[config.mk]
export PLATFORM = sky130hd
export DESIGN_NAME = rtc_calendar_with_command_parser
export DESIGN_NICKNAME = d
export VERILOG_FILES = /design/src/hdl/rtcc_pkg.sv /design/src/hdl/rtcc_parser.sv /design/src/hdl/rtcc_clock.sv /design/src/hdl/rtc_calendar_with_command_parser.sv
export VERILOG_INCLUDE_DIRS = /design/src /design/src/hdl
export SDC_FILE = /design/constraint.sdc
export NUM_CORES = 1
export LEC_CHECK = 0
export BUFFER_PORTS_ARGS = -buffer_cell sky130_fd_sc_hd__buf_2
export CORE_MARGIN = 2
export CORE_UTILIZATION = 60
export CTS_BUF_LIST = sky130_fd_sc_hd__clkbuf_8 sky130_fd_sc_hd__clkbuf_16
export CTS_CLUSTER_DIAMETER = 150
export DETAILED_ROUTE_END_ITERATION = 16
export GPL_TIMING_DRIVEN = 0
export PLACE_DENSITY = 0.79
export SYNTH_ARGS = -nofsm -noshare
export SYNTH_HDL_FRONTEND = slang
export SYNTH_SLANG_ARGS = --single-unit
[constraint.sdc]
create_clock -name i_clk -period 9 [get_ports i_clk]
set_clock_uncertainty 0.1 [all_clocks]
set_input_delay 1.35 -clock i_clk [delete_from_list [all_inputs] [get_ports i_clk]]
set_output_delay 1.35 -clock i_clk [all_outputs]
set_load 0.005 [all_outputs]
[src/hdl/rtc_calendar_with_command_parser_defines.svh]
// Assertion macros shared by the calendar blocks.
`ifndef RTC_CALENDAR_WITH_COMMAND_PARSER_DEFINES_SVH
`define RTC_CALENDAR_WITH_COMMAND_PARSER_DEFINES_SVH

// The consequent must hold in the same cycle as the antecedent.
`define RTCC_ASSERT_IMP(label, clk, rst_n, ante, cons, msg) \
    label: assert property (@(posedge clk) disable iff (!(rst_n)) (ante) |-> (cons)) \
        else $error(msg);

// The consequent must hold in the cycle after the antecedent.
`define RTCC_ASSERT_NXT(label, clk, rst_n, ante, cons, msg) \
    label: assert property (@(posedge clk) disable iff (!(rst_n)) (ante) |=> (cons)) \
        else $error(msg);

`endif

[src/hdl/rtcc_pkg.sv]
`default_nettype none

package rtcc_pkg;

    typedef enum logic [2:0] {
        ST_NONE      = 3'd0,
        ST_TIME_SET  = 3'd1,
        ST_BAD_TIME  = 3'd2,
        ST_DATE_SET  = 3'd3,
        ST_BAD_DATE  = 3'd4,
        ST_BAD_INPUT = 3'd5
    } t_status;

    localparam logic CMD_TICK = 1'b0;
    localparam logic CMD_BYTE = 1'b1;

    localparam logic [7:0] CHAR_OPEN  = 8'h5B;
    localparam logic [7:0] CHAR_CLOSE = 8'h5D;
    localparam logic [7:0] CHAR_ZERO  = 8'h30;
    localparam logic [7:0] CHAR_NINE  = 8'h39;

    localparam logic [7:0]  TPS_RESET   = 8'd10;
    localparam logic [5:0]  SEC_RESET   = 6'd10;
    localparam logic [5:0]  MIN_RESET   = 6'd45;
    localparam logic [4:0]  HOUR_RESET  = 5'd18;
    localparam logic [4:0]  DAY_RESET   = 5'd1;
    localparam logic [3:0]  MONTH_RESET = 4'd1;
    localparam logic [13:0] YEAR_RESET  = 14'd1971;
    localparam logic [15:0] YEAR_BCD_RESET = 16'h1971;

    localparam logic [5:0]  SEC_MAX   = 6'd59;
    localparam logic [5:0]  MIN_MAX   = 6'd59;
    localparam logic [4:0]  HOUR_MAX  = 5'd23;
    localparam logic [3:0]  MONTH_MAX = 4'd12;
    localparam logic [13:0] YEAR_MAX  = 14'd9999;

    localparam logic [3:0] DIGITS_TIME = 4'd6;
    localparam logic [3:0] DIGITS_DATE = 4'd8;
    localparam logic [3:0] DIGITS_SAT  = 4'd15;

    // Calendar fields, seconds in the lowest bits.
    typedef struct packed {
        logic [13:0] year;
        logic [3:0]  month;
        logic [4:0]  day;
        logic [4:0]  hour;
        logic [5:0]  min;
        logic [5:0]  sec;
    } t_cal;

    typedef struct packed {
        logic        time_ld;
        logic        date_ld;
        logic [4:0]  hour;
        logic [5:0]  min;
        logic [5:0]  sec;
        logic [4:0]  day;
        logic [3:0]  month;
        logic [13:0] year;
        logic [15:0] year_bcd;
    } t_load;

    function automatic logic is_leap_bcd(input logic [15:0] y);
        logic [4:0] low_mod;
        logic [4:0] cen_mod;
        logic       low_zero;
        low_mod  = {y[7:4], 1'b0} + {1'b0, y[3:0]};
        cen_mod  = {y[15:12], 1'b0} + {1'b0, y[11:8]};
        low_zero = (y[7:0] == 8'h00);
        return ((low_mod[1:0] == 2'd0) && !low_zero) || (low_zero && (cen_mod[1:0] == 2'd0));
    endfunction

    function automatic logic [4:0] month_len(input logic [3:0] m, input logic leap);
        logic [4:0] len;
        unique case (m)
            4'd2:                      len = leap ? 5'd29 : 5'd28;
            4'd4, 4'd6, 4'd9, 4'd11:   len = 5'd30;
            default:                   len = 5'd31;
        endcase
        return len;
    endfunction

    function automatic logic [6:0] bcd2_to_bin(input logic [7:0] b);
        logic [6:0] tens;
        tens = {3'b000, b[7:4]};
        return 7'(tens * 7'd10) + {3'b000, b[3:0]};
    endfunction

    function automatic logic [13:0] bcd4_to_bin(input logic [15:0] b);
        logic [13:0] th;
        logic [13:0] hu;
        logic [13:0] te;
        th = {10'd0, b[15:12]};
        hu = {10'd0, b[11:8]};
        te = {10'd0, b[7:4]};
        return 14'(th * 14'd1000) + 14'(hu * 14'd100) + 14'(te * 14'd10) + {10'd0, b[3:0]};
    endfunction

    function automatic logic [15:0] bcd4_inc(input logic [15:0] b);
        logic [15:0] r;
        logic        carry;
        r     = b;
        carry = 1'b1;
        for (int i = 0; i < 4; i++) begin
            if (carry) begin
                if (r[4*i +: 4] == 4'd9) begin
                    r[4*i +: 4] = 4'd0;
                end else begin
                    r[4*i +: 4] = r[4*i +: 4] + 4'd1;
                    carry       = 1'b0;
                end
            end
        end
        return r;
    endfunction

endpackage

`default_nettype wire

[src/hdl/rtcc_parser.sv]
`default_nettype none

`include "rtc_calendar_with_command_parser_defines.svh"

module rtcc_parser (
    input  wire logic             i_clk,
    input  wire logic             i_rst_n,
    input  wire logic             i_fire,
    input  wire logic             i_cmd,
    input  wire logic [7:0]       i_byte,
    output rtcc_pkg::t_load       o_load,
    output rtcc_pkg::t_status     o_status
);

    logic        r_in_frame;
    logic [3:0]  r_digits;
    logic [31:0] r_acc;
    logic        r_bad;

    logic        n_in_frame;
    logic [3:0]  n_digits;
    logic [31:0] n_acc;
    logic        n_bad;

    logic        is_digit;
    logic        six_ok;
    logic        time_bad;
    logic        eight_ok;
    logic        date_bad;
    logic [6:0]  day_v;
    logic [6:0]  mon_v;
    logic [6:0]  hour_v;
    logic [6:0]  min_v;
    logic [6:0]  sec_v;
    logic [4:0]  mlen;
    logic [3:0]  d7, d6, d5, d4, d3, d1;

    // The accumulator holds the frame digits as packed BCD, newest digit lowest.
    always_comb begin
        d7 = r_acc[31:28];
        d6 = r_acc[27:24];
        d5 = r_acc[23:20];
        d4 = r_acc[19:16];
        d3 = r_acc[15:12];
        d1 = r_acc[7:4];

        is_digit = (i_byte >= rtcc_pkg::CHAR_ZERO) && (i_byte <= rtcc_pkg::CHAR_NINE);

        six_ok   = (r_digits == rtcc_pkg::DIGITS_TIME) &&
                   ((d5 < 4'd2) || ((d5 == 4'd2) && (d4 < 4'd5)));
        time_bad = ((d5 == 4'd2) && (d4 > 4'd3)) || (d3 > 4'd5) || (d1 > 4'd5);

        eight_ok = (r_digits == rtcc_pkg::DIGITS_DATE) &&
                   ((d7 != 4'd0) || (d6 != 4'd0) || (d5 > 4'd2) ||
                    ((d5 == 4'd2) && ((d4 > 4'd5) ||
                                      ((d4 == 4'd5) && (r_acc[15:0] != 16'h0000)))));
        day_v    = rtcc_pkg::bcd2_to_bin(r_acc[31:24]);
        mon_v    = rtcc_pkg::bcd2_to_bin(r_acc[23:16]);
        hour_v   = rtcc_pkg::bcd2_to_bin(r_acc[23:16]);
        min_v    = rtcc_pkg::bcd2_to_bin(r_acc[15:8]);
        sec_v    = rtcc_pkg::bcd2_to_bin(r_acc[7:0]);
        mlen     = rtcc_pkg::month_len(mon_v[3:0], rtcc_pkg::is_leap_bcd(r_acc[15:0]));
        date_bad = (mon_v == 7'd0) || (mon_v > {3'b000, rtcc_pkg::MONTH_MAX}) ||
                   (day_v == 7'd0) || (day_v > {2'b00, mlen});

        n_in_frame = r_in_frame;
        n_digits   = r_digits;
        n_acc      = r_acc;
        n_bad      = r_bad;
        o_status   = rtcc_pkg::ST_NONE;

        o_load          = '0;
        o_load.hour     = hour_v[4:0];
        o_load.min      = min_v[5:0];
        o_load.sec      = sec_v[5:0];
        o_load.day      = day_v[4:0];
        o_load.month    = mon_v[3:0];
        o_load.year     = rtcc_pkg::bcd4_to_bin(r_acc[15:0]);
        o_load.year_bcd = r_acc[15:0];

        if (i_fire && (i_cmd == rtcc_pkg::CMD_BYTE)) begin
            if (i_byte == rtcc_pkg::CHAR_OPEN) begin
                n_in_frame = 1'b1;
                n_digits   = '0;
                n_acc      = '0;
                n_bad      = 1'b0;
            end else if (r_in_frame) begin
                priority if (i_byte == rtcc_pkg::CHAR_CLOSE) begin
                    priority if (r_bad) begin
                        o_status = rtcc_pkg::ST_BAD_INPUT;
                    end else if (six_ok) begin
                        o_status       = time_bad ? rtcc_pkg::ST_BAD_TIME
                                                  : rtcc_pkg::ST_TIME_SET;
                        o_load.time_ld = !time_bad;
                    end else if (eight_ok) begin
                        o_status       = date_bad ? rtcc_pkg::ST_BAD_DATE
                                                  : rtcc_pkg::ST_DATE_SET;
                        o_load.date_ld = !date_bad;
                    end else begin
                        o_status = rtcc_pkg::ST_BAD_INPUT;
                    end
                    n_in_frame = 1'b0;
                    n_digits   = '0;
                    n_acc      = '0;
                    n_bad      = 1'b0;
                end else if (is_digit) begin
                    if (r_digits < rtcc_pkg::DIGITS_DATE) begin
                        n_acc = {r_acc[27:0], i_byte[3:0]};
                    end
                    if (r_digits != rtcc_pkg::DIGITS_SAT) begin
                        n_digits = r_digits + 4'd1;
                    end
                end else begin
                    n_bad = 1'b1;
                end
            end
        end
    end

    always_ff @(posedge i_clk) begin
        if (!i_rst_n) begin
            r_in_frame <= 1'b0;
            r_digits   <= '0;
            r_acc      <= '0;
            r_bad      <= 1'b0;
        end else begin
            r_in_frame <= n_in_frame;
            r_digits   <= n_digits;
            r_acc      <= n_acc;
            r_bad      <= n_bad;
        end
    end

    `RTCC_ASSERT_IMP(a_status_only_on_close, i_clk, i_rst_n, (o_status != rtcc_pkg::ST_NONE), (i_fire && (i_cmd == rtcc_pkg::CMD_BYTE) && (i_byte == rtcc_pkg::CHAR_CLOSE) && r_in_frame), "Status reported without a frame end.")
    `RTCC_ASSERT_IMP(a_digits_idle_outside_frame, i_clk, i_rst_n, (!r_in_frame), ((r_digits == 4'd0) && (r_acc == 32'd0) && !r_bad), "Frame counters not clear outside a frame.")

endmodule

`default_nettype wire

[src/hdl/rtcc_clock.sv]
`default_nettype none

`include "rtc_calendar_with_command_parser_defines.svh"

module rtcc_clock (
    input  wire logic             i_clk,
    input  wire logic             i_rst_n,
    input  wire logic             i_cfg_we,
    input  wire logic [7:0]       i_cfg_wdata,
    input  wire logic             i_fire,
    input  wire logic             i_cmd,
    input  wire rtcc_pkg::t_load  i_load,
    output rtcc_pkg::t_cal        o_next
);

    logic [7:0]     r_tps;
    logic [7:0]     r_ticks;
    rtcc_pkg::t_cal r_cal;
    logic [15:0]    r_year_bcd;

    logic [7:0]     n_ticks;
    rtcc_pkg::t_cal n_cal;
    logic [15:0]    n_year_bcd;

    logic [7:0]     tps_eff;
    logic [8:0]     tick_inc;
    logic [8:0]     tick_sub;
    logic           adv;
    logic [4:0]     mlen;

    always_comb begin
        tps_eff  = (r_tps == 8'd0) ? 8'd1 : r_tps;
        tick_inc = {1'b0, r_ticks} + 9'd1;
        tick_sub = tick_inc - {1'b0, tps_eff};
        adv      = (tick_inc >= {1'b0, tps_eff});
        mlen     = rtcc_pkg::month_len(r_cal.month, rtcc_pkg::is_leap_bcd(r_year_bcd));

        n_ticks    = r_ticks;
        n_cal      = r_cal;
        n_year_bcd = r_year_bcd;

        if (i_fire && (i_cmd == rtcc_pkg::CMD_TICK)) begin
            n_ticks = adv ? tick_sub[7:0] : tick_inc[7:0];
            if (adv) begin
                if (r_cal.sec != rtcc_pkg::SEC_MAX) begin
                    n_cal.sec = r_cal.sec + 6'd1;
                end else begin
                    n_cal.sec = '0;
                    if (r_cal.min != rtcc_pkg::MIN_MAX) begin
                        n_cal.min = r_cal.min + 6'd1;
                    end else begin
                        n_cal.min = '0;
                        if (r_cal.hour != rtcc_pkg::HOUR_MAX) begin
                            n_cal.hour = r_cal.hour + 5'd1;
                        end else begin
                            n_cal.hour = '0;
                            if (r_cal.day < mlen) begin
                                n_cal.day = r_cal.day + 5'd1;
                            end else begin
                                n_cal.day = 5'd1;
                                if (r_cal.month < rtcc_pkg::MONTH_MAX) begin
                                    n_cal.month = r_cal.month + 4'd1;
                                end else begin
                                    n_cal.month = 4'd1;
                                    if (r_cal.year >= rtcc_pkg::YEAR_MAX) begin
                                        n_cal.year = '0;
                                        n_year_bcd = '0;
                                    end else begin
                                        n_cal.year = r_cal.year + 14'd1;
                                        n_year_bcd = rtcc_pkg::bcd4_inc(r_year_bcd);
                                    end
                                end
                            end
                        end
                    end
                end
            end
        end else if (i_fire) begin
            if (i_load.time_ld) begin
                n_cal.hour = i_load.hour;
                n_cal.min  = i_load.min;
                n_cal.sec  = i_load.sec;
            end
            if (i_load.date_ld) begin
                n_cal.day   = i_load.day;
                n_cal.month = i_load.month;
                n_cal.year  = i_load.year;
                n_year_bcd  = i_load.year_bcd;
            end
        end

        o_next = n_cal;
    end

    always_ff @(posedge i_clk) begin
        if (!i_rst_n) begin
            r_tps       <= rtcc_pkg::TPS_RESET;
            r_ticks     <= '0;
            r_cal.sec   <= rtcc_pkg::SEC_RESET;
            r_cal.min   <= rtcc_pkg::MIN_RESET;
            r_cal.hour  <= rtcc_pkg::HOUR_RESET;
            r_cal.day   <= rtcc_pkg::DAY_RESET;
            r_cal.month <= rtcc_pkg::MONTH_RESET;
            r_cal.year  <= rtcc_pkg::YEAR_RESET;
            r_year_bcd  <= rtcc_pkg::YEAR_BCD_RESET;
        end else begin
            if (i_cfg_we) begin
                r_tps <= i_cfg_wdata;
            end
            r_ticks    <= n_ticks;
            r_cal      <= n_cal;
            r_year_bcd <= n_year_bcd;
        end
    end

    `RTCC_ASSERT_IMP(a_calendar_in_range, i_clk, i_rst_n, 1'b1, ((r_cal.sec <= rtcc_pkg::SEC_MAX) && (r_cal.min <= rtcc_pkg::MIN_MAX) && (r_cal.hour <= rtcc_pkg::HOUR_MAX) && (r_cal.day != 5'd0) && (r_cal.month != 4'd0) && (r_cal.month <= rtcc_pkg::MONTH_MAX) && (r_cal.year <= rtcc_pkg::YEAR_MAX)), "Calendar field out of range.")
    `RTCC_ASSERT_IMP(a_year_copies_agree, i_clk, i_rst_n, 1'b1, (rtcc_pkg::bcd4_to_bin(r_year_bcd) == r_cal.year), "Binary and BCD year disagree.")
    `RTCC_ASSERT_NXT(a_time_load_taken, i_clk, i_rst_n, (i_fire && (i_cmd == rtcc_pkg::CMD_BYTE) && i_load.time_ld), ((r_cal.sec == $past(i_load.sec)) && (r_cal.hour == $past(i_load.hour))), "Time load not applied.")

endmodule

`default_nettype wire

[src/hdl/rtc_calendar_with_command_parser.sv]
// Calendar clock with a serial command parser.
// Input channel (s_axis): one transfer is one item. tuser bit 0 selects the
// kind: 0 is a timer tick, 1 is a received character carried in tdata.
// Every ticks_per_second ticks advance the clock by one second.
// Characters form frames [HHMMSS] or [DDMMYYYY] that set the time or date.
// Output channel (m_axis): exactly one transfer per input item, carrying the
// calendar after that item in tdata and the command status in tuser.
// The configuration port writes ticks_per_second whenever i_cfg_we is high;
// it should be written only while no item is in flight.
// An item passes the input register and then the result register on its way
// to the result transfer.
// Throughput is one item per cycle while the receiver does not stall; the
// calendar update is one pass of logic between the two registers.
// When the receiver stalls, the result register holds, then the input
// register fills, and then o_s_axis_tready falls until the result is taken.
// Reset clears both channels and sets 18:45:10 on 1 January 1971 with ten
// ticks per second.
`default_nettype none

module rtc_calendar_with_command_parser (
    input  wire logic        i_clk,
    input  wire logic        i_rst_n,
    input  wire logic        i_cfg_we,
    input  wire logic [7:0]  i_cfg_wdata,
    input  wire logic        i_s_axis_tvalid,
    output logic             o_s_axis_tready,
    input  wire logic [7:0]  i_s_axis_tdata,   // [7:0] rx_byte
    input  wire logic        i_s_axis_tuser,   // [0] command
    output logic             o_m_axis_tvalid,
    input  wire logic        i_m_axis_tready,
    // [5:0] second_now, [11:6] minute_now, [16:12] hour_now,
    // [21:17] day_now, [25:22] month_now, [39:26] year_now
    output logic [39:0]      o_m_axis_tdata,
    output logic [2:0]       o_m_axis_tuser    // [2:0] status
);

    logic               r_in_valid;
    logic               r_in_cmd;
    logic [7:0]         r_in_byte;
    logic               r_out_valid;
    rtcc_pkg::t_cal     r_out_cal;
    rtcc_pkg::t_status  r_out_status;

    logic               fire;
    rtcc_pkg::t_load    load;
    rtcc_pkg::t_status  status;
    rtcc_pkg::t_cal     next_cal;

    assign fire            = r_in_valid && (!r_out_valid || i_m_axis_tready);
    assign o_s_axis_tready = !r_in_valid || fire;

    rtcc_parser u_parser (
        .i_clk    (i_clk),
        .i_rst_n  (i_rst_n),
        .i_fire   (fire),
        .i_cmd    (r_in_cmd),
        .i_byte   (r_in_byte),
        .o_load   (load),
        .o_status (status)
    );

    rtcc_clock u_clock (
        .i_clk       (i_clk),
        .i_rst_n     (i_rst_n),
        .i_cfg_we    (i_cfg_we),
        .i_cfg_wdata (i_cfg_wdata),
        .i_fire      (fire),
        .i_cmd       (r_in_cmd),
        .i_load      (load),
        .o_next      (next_cal)
    );

    always_ff @(posedge i_clk) begin
        if (!i_rst_n) begin
            r_in_valid  <= 1'b0;
            r_out_valid <= 1'b0;
        end else begin
            if (o_s_axis_tready) begin
                r_in_valid <= i_s_axis_tvalid;
            end
            if (fire) begin
                r_out_valid <= 1'b1;
            end else if (i_m_axis_tready) begin
                r_out_valid <= 1'b0;
            end
        end
    end

    always_ff @(posedge i_clk) begin
        if (o_s_axis_tready) begin
            r_in_cmd  <= i_s_axis_tuser;
            r_in_byte <= i_s_axis_tdata;
        end
        if (fire) begin
            r_out_cal    <= next_cal;
            r_out_status <= status;
        end
    end

    assign o_m_axis_tvalid = r_out_valid;
    assign o_m_axis_tdata  = r_out_cal;
    assign o_m_axis_tuser  = r_out_status;

endmodule

`default_nettype wire
==> flow_summary.json <==
{
  "ant_nets": 0,
  "min_from": "u_clock.r_ticks[7]$_SDFFE_PN0P_",
  "rsz0062_at_grt": "false",
  "initial_core_util_pct": 60.9,
  "fillers": 1532,
  "htreeDepth": 4,
  "grt_max_degree": 33,
  "synth_cell_types": 85,
  "critical_path_required_ps": 9080,
  "cp-startpoint": "u_parser.r_acc[20]$_SDFFE_PN0P_",
  "vias_per_cell": 6.46,
  "cellLeakagePower_nw": 5.08,
  "end_kind": "register",
  "hold_path_class": "register to register",
  "yosysTopAreaCell": "dfxtp_1",
  "wirelength_um": 32300,
  "worst_pin_slew_ps": 1000,
  "yosys_warnings": 0,
  "clk_pin_slew_ps": 70,
  "synth_top_cell_area_share_pct": 19.8,
  "ys.flop_type": "dfxtp_1",
  "relSlewSlack_pct": 32.8,
  "hold_buffers": 0,
  "synth_edf_count": 52,
  "seq_area_frac_synth_pct": 33.6,
  "syn_nets": 1413,
  "cts_buffers": 17,
  "route.detailed.drc": 0,
  "drt-pass1-iter-count": 6,
  "routed-via-count": 10300,
  "vdd_drop_max_uv": 155,
  "crit_fanout": 10,
  "p_sw_share_pct": 24.5,
  "worstPathArrival_ps": 4860,
  "synth-async-reset-ratio_pct": 0,
  "clk_latency_ps": 450,
  "synth_area_leaders": "dfxtp_1, edfxtp_1, ha_1",
  "core_mm2": 0.0186,
  "grt_overflow_total": 0,
  "comb_power_share_pct": 6.2,
  "die_w_um": 141,
  "pwr-share-clk_pct": 46.5,
  "io_buffers": 64,
  "dieArea_mm2": 0.0200,
  "p_seq_share_pct": 47.3,
  "tns_ps": 0,
  "slew_violations": 0,
  "synthCells": 1260,
  "diodes": 0,
  "num_rows": 50,
  "final_util_pct": 67.6,
  "cts_buffer_depth": 2,
  "boundaryPins": 67,
  "fin_crit_ps": 4780,
  "power.density_mw_per_mm2": 131,
  "synth.most_common_cell": "dfxtp_1",
  "synth_commonest_cells": "dfxtp_1, ha_1, nor2_1",
  "final_hold_viol_count": 0,
  "final_layout_size_suffix_gt1_share_pct": 9.87,
  "wire_per_inst_um": 20.3,
  "fmax_mhz": 209,
  "start_kind": "register",
  "tritoncts": "yes",
  "postSynthAreaPerCell_um2": 8.98,
  "status": "finished, final reports clean",
  "drt_iter0_drc": 1196,
  "synth-seq-cells": 164,
  "area_delta_synth_final_pct": 11.0,
  "dp_hpwl_um": 24100,
  "die_h_um": 141,
  "root_buffer": "clkbuf_16",
  "cts_resized": 0,
  "setup-violations-final": 0,
  "switching_power_w": 0.000405,
  "timing.rr.start": "u_parser.r_acc[20]$_SDFFE_PN0P_",
  "nets": 1497,
  "post_cts.repair.setup_buffers": 0,
  "internal_power_w": 0.00125,
  "period_share_pct": 53.1,
  "gp_congestion": 1.01,
  "drv_cap": 0,
  "syn-cell-area_mm2": 0.0113,
  "cts.sinks": 164,
  "antenna_found_initial": 0,
  "grt_pass1_wl_um": 51200,
  "setup.worst_path.class": "register to register",
  "groute.usage.overall_pct": 32.7,
  "grt_pass1_vias": 9557
}
[stage by stage]
stage	area, um2	total power, W	hold slack [ps]	setup WS (ps)	instances
2_1_floorplan	11300	0.000860	355	4540	1260
3_3_place_gp	11900	0.000895	369	3110	1558
3_5_place_dp	12000	0.000898	378	4240	1559
4_1_cts	12600	0.00165	385	4220	1591
5_1_grt	12600	0.00169	417	3910	1591
6_report	12600	0.00165	382	4220	1591
[power by group through the flow]
stage | sequential [W] | combinational (W) | clock (W)
3_3_place_gp | 0.000799 | 0.0000965 | 0
2_1_floorplan | 0.000797 | 0.0000629 | 0
3_5_place_dp | 0.000798 | 0.000100 | 0
4_1_cts | 0.000782 | 0.000101 | 0.000765
5_1_grt | 0.000783 | 0.000110 | 0.000796
6_report | 0.000782 | 0.000103 | 0.000767
[worst paths after layout]
path	depth (start not counted)	endpoint	slack, ps
worst min-delay path	2	u_clock.r_ticks[7]$_SDFFE_PN0P_	380
worst max register to register	13	o_m_axis_tdata[17]$_DFFE_PP_	4220
worst min register to register	2	u_clock.r_ticks[7]$_SDFFE_PN0P_	380
worst max-delay path	13	o_m_axis_tdata[17]$_DFFE_PP_	4220
[layout make-up]
class / count / area (um2) / share of cell area, %
multi-input cells: 959 / 6990 / 55.6
inverters: 83 / 312 / 2.48
plain buffers: 54 / 224 / 1.78
clock buffers: 17 / 425 / 3.39
flip-flops and latches: 164 / 3800 / 30.3
clock inverters: 15 / 180 / 1.43
repair buffers: 65 / 340 / 2.71
well taps: 234 / 293 / 2.33
[registers in the layout, indices dropped and copies added, names as in the netlist, 3 cells and up]
signal              count
r_in_byte               8
u_clock.r_ticks         8
u_parser.r_digits       4
u_clock.r_tps           8
o_m_axis_tuser          3
u_clock.r_year_bcd     16
o_m_axis_tdata         40
u_parser.r_acc         32
u_clock.r_cal          40
[worst max-delay path: stages (launching register included)]
cell and delay [ps]:
dfxtp_1 480, ha_1 310, ha_1 370, xor2_1 680, nor4b_1 140, ha_1 320
nor2b_1 130, o211ai_1 190, nor4_1 100, nor4_4 360, nand4_1 500, clkbuf_1 430
o32ai_1 310, nor2_1 70
[metal layers]
layer	global-route usage (%)	vias up	share of wire, %	wire length, um
li1	-	4829	-	-
met1	44.1	4873	41	13400
met2	52.1	476	46	14700
met3	5.97	96	8.9	2880
met4	13.5	0	4.0	1310
met5	0	-	0	0
[placed cells by master, fill, tap and decap left out, types with 10 or more instances in the layout]
master	count
fa_1	24
nor4_1	11
nor3_1	44
nand4_1	11
nand2_1	69
a21o_1	11
xnor2_1	39
a21oi_1	73
nor2_1	103
buf_2	69
o21a_1	10
dfxtp_1	112
clkbuf_16	17
a22oi_1	12
clkbuf_1	43
and3_1	16
and2_1	18
a31oi_1	23
nor2b_1	11
nand3_1	70
edfxtp_1	52
a221oi_1	10
xor2_1	11
o211ai_1	22
mux2i_1	19
a211oi_1	14
o31ai_1	11
inv_1	84
o21ai_0	40
ha_1	107
nand2b_1	33
[logic make-up (layout without fill, tap and decap cells)]
group                    Yosys count  count (layout)  share of synthesized area, %
AND/OR/NAND/NOR                  445             445                          20.6
adder cells (fa/ha/maj)          131             131                          16.1
AO/OA/AOI/OAI                    312             312                          19.3
flip-flops                       164             164                          33.6
buffers and inverters            137             234                          4.73
multiplexers                      21              21                          1.88
XOR/XNOR                          50              50                          3.87
Note: power is estimated with default switching activity, not from simulation.
